## src/design/i2cmbe_pkg.sv

```systemverilog
// ----------------------------------------------------------------------------
// I2C master bit engine package
// Command codes, transaction payload types and default settings.
// ----------------------------------------------------------------------------
package i2cmbe_pkg;

  localparam int DELAY_WIDTH_DEF = 16;
  localparam int HP_WIDTH        = 16;
  localparam logic [HP_WIDTH-1:0] HP_RESET = 16'd10;

  localparam logic [2:0] CMD_START = 3'd0;
  localparam logic [2:0] CMD_STOP  = 3'd1;
  localparam logic [2:0] CMD_WRITE = 3'd2;
  localparam logic [2:0] CMD_READ  = 3'd3;
  localparam logic [2:0] CMD_ACK   = 3'd4;

  typedef struct packed {
    logic       cmd_valid;
    logic [2:0] command;
    logic [7:0] write_byte;
    logic       sda_in;
  } in_item_t;

  // scl_out sits in bit 0
  typedef struct packed {
    logic       ack_received;
    logic [7:0] read_byte;
    logic       done_res;
    logic       busy_res;
    logic       sda_out;
    logic       scl_out;
  } res_t;

endpackage

```

## src/design/i2cmbe_in_reg.sv

```systemverilog
// ----------------------------------------------------------------------------
// I2C master bit engine input register
// Holds one incoming tick until the engine can take it.
// ----------------------------------------------------------------------------
module i2cmbe_in_reg (
  input  logic                 clk,
  input  logic                 rst_n,
  input  logic                 in_valid,
  output logic                 in_ready,
  input  i2cmbe_pkg::in_item_t in_item,
  input  logic                 advance,
  output logic                 item_valid,
  output i2cmbe_pkg::in_item_t item
);
  import i2cmbe_pkg::*;

  logic     valid_r;
  logic     valid_nxt;
  in_item_t item_r;

  assign in_ready   = !valid_r || advance;
  assign item_valid = valid_r;
  assign item       = item_r;

  always_comb begin
    valid_nxt = valid_r;
    if (in_ready) begin
      valid_nxt = in_valid;
    end
  end

  always_ff @(posedge clk) begin
    if (!rst_n) begin
      valid_r <= 1'b0;
    end else begin
      valid_r <= valid_nxt;
    end
  end

  always_ff @(posedge clk) begin
    if (in_ready && in_valid) begin
      item_r <= in_item;
    end
  end

endmodule

```

## src/design/i2cmbe_core.sv

```systemverilog
// ----------------------------------------------------------------------------
// I2C master bit engine core
// Sequencer state and the per-tick half-period logic.
// ----------------------------------------------------------------------------
module i2cmbe_core #(
  parameter int DELAY_WIDTH = i2cmbe_pkg::DELAY_WIDTH_DEF
) (
  input  logic                               clk,
  input  logic                               rst_n,
  input  logic                               step,
  input  i2cmbe_pkg::in_item_t               item,
  input  logic [i2cmbe_pkg::HP_WIDTH-1:0]    half_period,
  output i2cmbe_pkg::res_t                   res
);
  import i2cmbe_pkg::*;

  localparam logic [1:0] PH_IDLE = 2'd0;
  localparam logic [1:0] PH_ONE  = 2'd1;
  localparam logic [1:0] PH_TWO  = 2'd2;
  localparam logic [1:0] PH_THREE = 2'd3;
  localparam logic [32:0] DLY_MAX = (33'd1 << DELAY_WIDTH) - 33'd1;

  logic [1:0]             phase_r,  phase_nxt;
  logic [2:0]             cmd_r,    cmd_nxt;
  logic [3:0]             bit_r,    bit_nxt;
  logic [DELAY_WIDTH-1:0] dly_r,    dly_nxt;
  logic [7:0]             shift_r,  shift_nxt;
  logic                   scl_r,    scl_nxt;
  logic                   sda_r,    sda_nxt;
  logic                   ack_r,    ack_nxt;
  logic [7:0]             last_r,   last_nxt;
  logic                   done;
  logic [DELAY_WIDTH-1:0] reload;
  logic [DELAY_WIDTH-1:0] dly_dec;
  logic [3:0]             bit_inc;
  logic [7:0]             shift_w;

  // zero acts as one, saturate when the counter is narrower than the register
  always_comb begin
    if (half_period == '0) begin
      reload = DELAY_WIDTH'(1);
    end else if ({17'd0, half_period} > DLY_MAX) begin
      reload = '1;
    end else begin
      reload = DELAY_WIDTH'(half_period);
    end
  end

  assign dly_dec = (dly_r != '0) ? dly_r - DELAY_WIDTH'(1) : '0;
  assign bit_inc = bit_r + 4'd1;
  assign shift_w = {shift_r[6:0], 1'b0};

  always_comb begin
    phase_nxt = phase_r;
    cmd_nxt   = cmd_r;
    bit_nxt   = bit_r;
    dly_nxt   = dly_r;
    shift_nxt = shift_r;
    scl_nxt   = scl_r;
    sda_nxt   = sda_r;
    ack_nxt   = ack_r;
    last_nxt  = last_r;
    done      = 1'b0;

    if (phase_r == PH_IDLE) begin
      if (item.cmd_valid && (item.command inside {[CMD_START:CMD_ACK]})) begin
        cmd_nxt   = item.command;
        bit_nxt   = 4'd0;
        phase_nxt = PH_ONE;
        scl_nxt   = 1'b1;
        sda_nxt   = 1'b1;
        dly_nxt   = reload;
        case (item.command)
          CMD_STOP: begin
            sda_nxt = 1'b0;
          end
          CMD_WRITE: begin
            shift_nxt = item.write_byte;
            sda_nxt   = item.write_byte[7];
          end
          CMD_READ: begin
            shift_nxt = 8'd0;
          end
          default: begin
          end
        endcase
      end
    end else begin
      dly_nxt = dly_dec;
      if (dly_dec == '0) begin
        dly_nxt = reload;
        case (cmd_r)
          CMD_START: begin
            if (phase_r == PH_ONE) begin
              phase_nxt = PH_TWO;
              scl_nxt   = 1'b1;
              sda_nxt   = 1'b0;
            end else if (phase_r == PH_TWO) begin
              phase_nxt = PH_THREE;
              scl_nxt   = 1'b0;
              sda_nxt   = 1'b0;
            end else begin
              done = 1'b1;
            end
          end
          CMD_STOP: begin
            if (phase_r == PH_ONE) begin
              phase_nxt = PH_TWO;
              scl_nxt   = 1'b1;
              sda_nxt   = 1'b1;
            end else begin
              done = 1'b1;
            end
          end
          CMD_WRITE: begin
            if (phase_r == PH_ONE) begin
              phase_nxt = PH_TWO;
              scl_nxt   = 1'b0;
            end else begin
              shift_nxt = shift_w;
              bit_nxt   = bit_inc;
              if (bit_inc[3]) begin
                done = 1'b1;
              end else begin
                phase_nxt = PH_ONE;
                scl_nxt   = 1'b1;
                sda_nxt   = shift_w[7];
              end
            end
          end
          CMD_READ: begin
            if (phase_r == PH_ONE) begin
              shift_nxt = {shift_r[6:0], item.sda_in};
              phase_nxt = PH_TWO;
              scl_nxt   = 1'b0;
              sda_nxt   = 1'b1;
            end else begin
              bit_nxt = bit_inc;
              if (bit_inc[3]) begin
                last_nxt = shift_r;
                done     = 1'b1;
              end else begin
                phase_nxt = PH_ONE;
                scl_nxt   = 1'b1;
                sda_nxt   = 1'b1;
              end
            end
          end
          default: begin
            if (phase_r == PH_ONE) begin
              ack_nxt   = !item.sda_in;
              phase_nxt = PH_TWO;
              scl_nxt   = 1'b0;
              sda_nxt   = 1'b1;
            end else begin
              done = 1'b1;
            end
          end
        endcase
        if (done) begin
          phase_nxt = PH_IDLE;
          dly_nxt   = '0;
        end
      end
    end
  end

  always_ff @(posedge clk) begin
    if (!rst_n) begin
      phase_r <= PH_IDLE;
      cmd_r   <= CMD_START;
      bit_r   <= 4'd0;
      dly_r   <= '0;
      shift_r <= 8'd0;
      scl_r   <= 1'b1;
      sda_r   <= 1'b1;
      ack_r   <= 1'b0;
      last_r  <= 8'd0;
    end else if (step) begin
      phase_r <= phase_nxt;
      cmd_r   <= cmd_nxt;
      bit_r   <= bit_nxt;
      dly_r   <= dly_nxt;
      shift_r <= shift_nxt;
      scl_r   <= scl_nxt;
      sda_r   <= sda_nxt;
      ack_r   <= ack_nxt;
      last_r  <= last_nxt;
    end
  end

  always_comb begin
    res.scl_out      = scl_nxt;
    res.sda_out      = sda_nxt;
    res.busy_res     = (phase_nxt != PH_IDLE);
    res.done_res     = done;
    res.read_byte    = last_nxt;
    res.ack_received = ack_nxt;
  end

endmodule

```

## src/design/i2c_master_bit_engine_unit.sv

```systemverilog
// ----------------------------------------------------------------------------
// I2C master bit engine
// Open-drain SCL/SDA sequencer for start, stop, write, read and ack commands.
// ----------------------------------------------------------------------------
// Each input transaction is one tick and gives one result transaction showing
// the line levels and status after that tick. One tick is taken every clock
// cycle unless out_tready stalls a held result; the path runs through the
// input register and the result register, with the sequencer's next-state
// logic between them. Half-periods last hp_r ticks (zero acts as one).
// Commands arriving while a sequence runs, and unknown codes, are ignored.
module i2c_master_bit_engine_unit #(
  parameter int DELAY_WIDTH = i2cmbe_pkg::DELAY_WIDTH_DEF
) (
  input  logic        clk,
  input  logic        rst_n,
  input  logic        in_tvalid,
  output logic        in_tready,
  input  logic [15:0] in_tdata,   // write_byte[7:0], sda_in[8], zero pad
  input  logic [3:0]  in_tuser,   // cmd_valid[0], command[3:1]
  output logic        out_tvalid,
  input  logic        out_tready,
  // scl_out[0], sda_out[1], busy_res[2], done_res[3], read_byte[11:4],
  // ack_received[12], zero pad
  output logic [15:0] out_tdata,
  input  logic        cfg_wr_en,
  input  logic [15:0] cfg_wr_data
);
  import i2cmbe_pkg::*;

  in_item_t          in_item;
  in_item_t          item;
  logic              item_valid;
  logic              advance;
  res_t              res;
  logic [HP_WIDTH-1:0] hp_r;
  logic              out_valid_r, out_valid_nxt;
  res_t              out_res_r;

  assign in_item.cmd_valid  = in_tuser[0];
  assign in_item.command    = in_tuser[3:1];
  assign in_item.write_byte = in_tdata[7:0];
  assign in_item.sda_in     = in_tdata[8];

  assign advance = item_valid && (!out_valid_r || out_tready);

  i2cmbe_in_reg u_in_reg (
    .clk        (clk),
    .rst_n      (rst_n),
    .in_valid   (in_tvalid),
    .in_ready   (in_tready),
    .in_item    (in_item),
    .advance    (advance),
    .item_valid (item_valid),
    .item       (item)
  );

  i2cmbe_core #(
    .DELAY_WIDTH (DELAY_WIDTH)
  ) u_core (
    .clk         (clk),
    .rst_n       (rst_n),
    .step        (advance),
    .item        (item),
    .half_period (hp_r),
    .res         (res)
  );

  always_ff @(posedge clk) begin
    if (!rst_n) begin
      hp_r <= HP_RESET;
    end else if (cfg_wr_en) begin
      hp_r <= cfg_wr_data;
    end
  end

  always_comb begin
    out_valid_nxt = out_valid_r;
    if (advance) begin
      out_valid_nxt = 1'b1;
    end else if (out_tready) begin
      out_valid_nxt = 1'b0;
    end
  end

  always_ff @(posedge clk) begin
    if (!rst_n) begin
      out_valid_r <= 1'b0;
    end else begin
      out_valid_r <= out_valid_nxt;
    end
  end

  always_ff @(posedge clk) begin
    if (advance) begin
      out_res_r <= res;
    end
  end

  assign out_tvalid = out_valid_r;
  assign out_tdata  = {3'b000, out_res_r};

  a_done_clears_busy : assert property (@(posedge clk) disable iff (!rst_n)
    (out_valid_r && out_res_r.done_res) |-> !out_res_r.busy_res)
    else $error("done reported while still busy");

  a_ready_when_empty : assert property (@(posedge clk) disable iff (!rst_n)
    !out_valid_r |-> in_tready)
    else $error("input stalled with an empty result register");

  a_step_gives_result : assert property (@(posedge clk) disable iff (!rst_n)
    advance |=> out_valid_r)
    else $error("processed tick produced no result");

endmodule
```

## config.mk

```make
export PLATFORM = sky130hd
export DESIGN_NAME = i2c_master_bit_engine_unit
export DESIGN_NICKNAME = d
export VERILOG_FILES = /design/src/design/i2cmbe_pkg.sv /design/src/design/i2cmbe_in_reg.sv /design/src/design/i2cmbe_core.sv /design/src/design/i2c_master_bit_engine_unit.sv
export SDC_FILE = /design/constraint.sdc
export NUM_CORES = 1
export LEC_CHECK = 0
export ABC_AREA = 1
export BUFFER_PORTS_ARGS = -buffer_cell sky130_fd_sc_hd__buf_2
export CORE_MARGIN = 2
export CORE_UTILIZATION = 58
export CTS_CLUSTER_SIZE = 30
export DETAILED_ROUTE_END_ITERATION = 8
export PLACE_DENSITY = 0.8
export SLEW_MARGIN = 20
export SYNTH_ARGS = -nofsm -noshare
export SYNTH_HDL_FRONTEND = slang
export SYNTH_SLANG_ARGS = --single-unit
```

## constraint.sdc

```tcl
create_clock -name clk -period 3 [get_ports clk]
set_input_delay 0.3 -clock clk [delete_from_list [all_inputs] [get_ports clk]]
set_output_delay 0.3 -clock clk [all_outputs]
set_load 0.01 [all_outputs]
```

==> results.tsv <==
metric	value	unit
XOR/XNOR share of the synthesized area	0.00369	
layout cell share with drive strength beyond 1	0.166	
Synth area leaders	dfxtp_1 26%, edfxtp_1 16%, nand2_1 11%, nor2_1 8.6%, o21ai_0 5.9%	
total CTS buffers	9	
Hold WC Path Type	in -> reg	
RSZ-0062 raised after global routing	false	
WS Path Type	reg -> reg	
Slew Viols, Final	0	
yosys warns	0	
fraction of the mapped netlist area in compound gates	0.119	
CTS tree	done	
final antenna-violating net count	0	
antenna violations before repair	0	
global-route wire length before repair	18900	µm
H-tree Lvls	3	
Core Area	0.00809	mm²
CP max stage cell	dfxtp_1	
fin cells	816	
pin count of the biggest net entering global routing	45	
ys async rst share	0	
Yosys cell types	38	
Max Root-Sink Buffers	2	
most frequent cells after synthesis	143 x nand2_1, 109 x nor2_1, 68 x inv_1	
simple-gate share of the synthesized area	0.352	
GP Congestion	0.931	
Avg WL per Cell	13.6	µm
WL final	11100	µm
starting density of the core	0.587	
Worst VDD drop	0.000361	V
DRC viols	0	
CP delay by family, top	simple AND/OR/NAND/NOR gates	
Mapped Cells	661	
vias per cell	5.56	
footprint of the multi-input gates	0.00235	mm²
post-route setup TNS	0	ps
grt ovf	0	
DRT iter0 DRCs	311	
final period utilization	0.922	
DP HPWL	8030	µm
Top FF cell, synth	dfxtp_1	
first-pass detailed-route iteration total	5	
Die Y	94.5	µm
fill count	738	
num ports	59	
Least-Margin Pin Slew	593	ps
run status	complete, no violations	
clock root cell	clkbuf_8	
Die Wd	94.5	µm
sequential fraction of the synthesis area	0.426	
Final Hold Fails	0	
LEAKAGE	2.48	nW
Sequential Area	0.00202	mm²
max_slew headroom	0.602	
vias after detailed routing	4533	
post-CTS setup buffer count	0	
antenna diode count	0	
CP Capture Type	register	
max_cap viols	0	
largest area contributor in the netlist	dfxtp_1	
f_max	361	MHz
fin crit period	2770	ps
GRT Total Usage	0.267	
Post-layout nets	753	
adder-cell share of the synthesized area	0.0158	
Worst-path clk slew	90	ps
post-synth top area share	0.261	
mapped cell area	0.00475	mm²
CP peak stage delay	340	ps
critical path data arrival time	3020	ps
Setup-failing EPs final	0	
critical path buffer and inverter count	1	
Area growth syn-to-layout	12.0	%
most common cell in the netlist	nand2_1	
Critical Path Source Type	register	
clock sink total	88	
Die ar.	0.00893	mm²
# placed instances	800	
worst skew pair latency	370	ps
row cnt	33	
mean area per synthesized cell	7.19	µm²
Max Fanout on Critical Path	16	
most frequent CP cell	nand2_2	
worst-path cell chain	inv_1 > ha_1 > nand3_2 > nor2_4 > nand2_4 > o21ai_1 > nand2_1 > nor3_4 > nand3_4 > nand2_2 > nand2_2 > o21ai_0 > nor2_1	
I/O Buffers	48	
Pwr Density	559	mW/mm²
vias in the first global route	4136	
synthesis-stage register bit count	88	
worst path required time	3250	ps
largest family of logic cells by synthesized area	simple AND/OR/NAND/NOR gates	
post-synthesis mux area share	0	
Max Clock Skew	20.1	ps
EDFF count, synth	26	
-- cell type report --
cell class                      instances  area share
Timing Repair Buffer                   58      0.0616
Sequential cell                        88       0.380
Tap cell                              105      0.0247
Clock inverter                          7      0.0165
Inverter                               72      0.0513
Multi-Input combinational cell        477       0.443
Clock buffer                            9      0.0233
-- cells in the final DEF, fill, tap and decap left out, types with 3 or more instances in the layout --
cell	n
edfxtp_1	26
nand2_1	143
nor4_1	7
inv_8	3
nor2_1	108
clkbuf_8	9
conb_1	3
nor2_4	3
buf_4	9
buf_2	48
a21oi_2	6
nand3_2	11
nor3_1	3
inv_1	68
ha_1	6
nand3b_1	9
a21oi_1	30
o21ai_0	55
nand4_1	16
nor2_2	6
nand3_1	45
dfxtp_1	62
nand2_2	10
-- routing by layer --
layer	vias up	global-route usage	routed length, µm
li1	2254	-	-
met2	173	0.434	5320
met4	0	0.0809	201
met1	2084	0.367	4920
met3	22	0.0463	679
met5	-	0	0
-- sequential cells by signal, indices dropped and copies added (netlist names), 2 cells and up --
| name | flops |
|---|---|
| u_core.last_r | 8 |
| u_core.shift_r | 8 |
| u_core.dly_r | 16 |
| out_tdata | 13 |
| u_in_reg.item | 13 |
| hp_r | 16 |
| u_core.bit_r | 4 |
| u_core.phase_r | 2 |
| u_core.cmd_r | 3 |
-- what timing repair did --
item / in CTS / in global routing
hold buffers: 0 / 0
endpoints found under the setup margin: 0 / 19
gates resized for setup: 0 / 6
-- where the power goes --
| group | internal [mW] | switching (mW) |
|---|---|---|
| clock network | 0.404 | 0.489 |
| logic | 0.248 | 0.478 |
| registers | 1.30 | 0.0572 |
| total | 1.95 | 1.02 |
-- stage by stage --
stage / hold WS [ps] / cell area (µm²) / setup slack [ps] / utilization / power, mW
CTS: 109 / 5300 / 64.7 / 0.655 / 2.97
global placement: 472 / 5090 / 222 / 0.629 / 2.07
finish: 115 / 5320 / 233 / 0.657 / 2.97
floorplan: 399 / 4760 / 767 / - / 1.93
global route: 98.9 / 5320 / 4.16 / 0.657 / 3.14
detailed placement: 476 / 5090 / 78.8 / 0.629 / 2.09
-- path summary, 6_finish.rpt --
path / slack, ps / cells after the start / startpoint / end
setup / recovery: 230 / 13 / u_core.dly_r[0] / u_core.shift_r[1]
hold / removal: 120 / 1 / in_tdata[0] / u_in_reg.item[1]
setup reg to reg: 230 / 13 / u_core.dly_r[0] / u_core.shift_r[1]
hold reg to reg: 480 / 2 / hp_r[10] / u_core.dly_r[10]
-- kinds of logic (layout without fill, tap and decap cells) --
group                    count (synthesis)  in the layout
AO/OA/AOI/OAI                          102            102
flip-flops                              88             88
adder cells (fa/ha/maj)                  6              6
AND/OR/NAND/NOR                        364            364
buffers and inverters                   98            146
XOR/XNOR                                 2              2
other                                    1              3
Power figures use the tool's default switching activity.
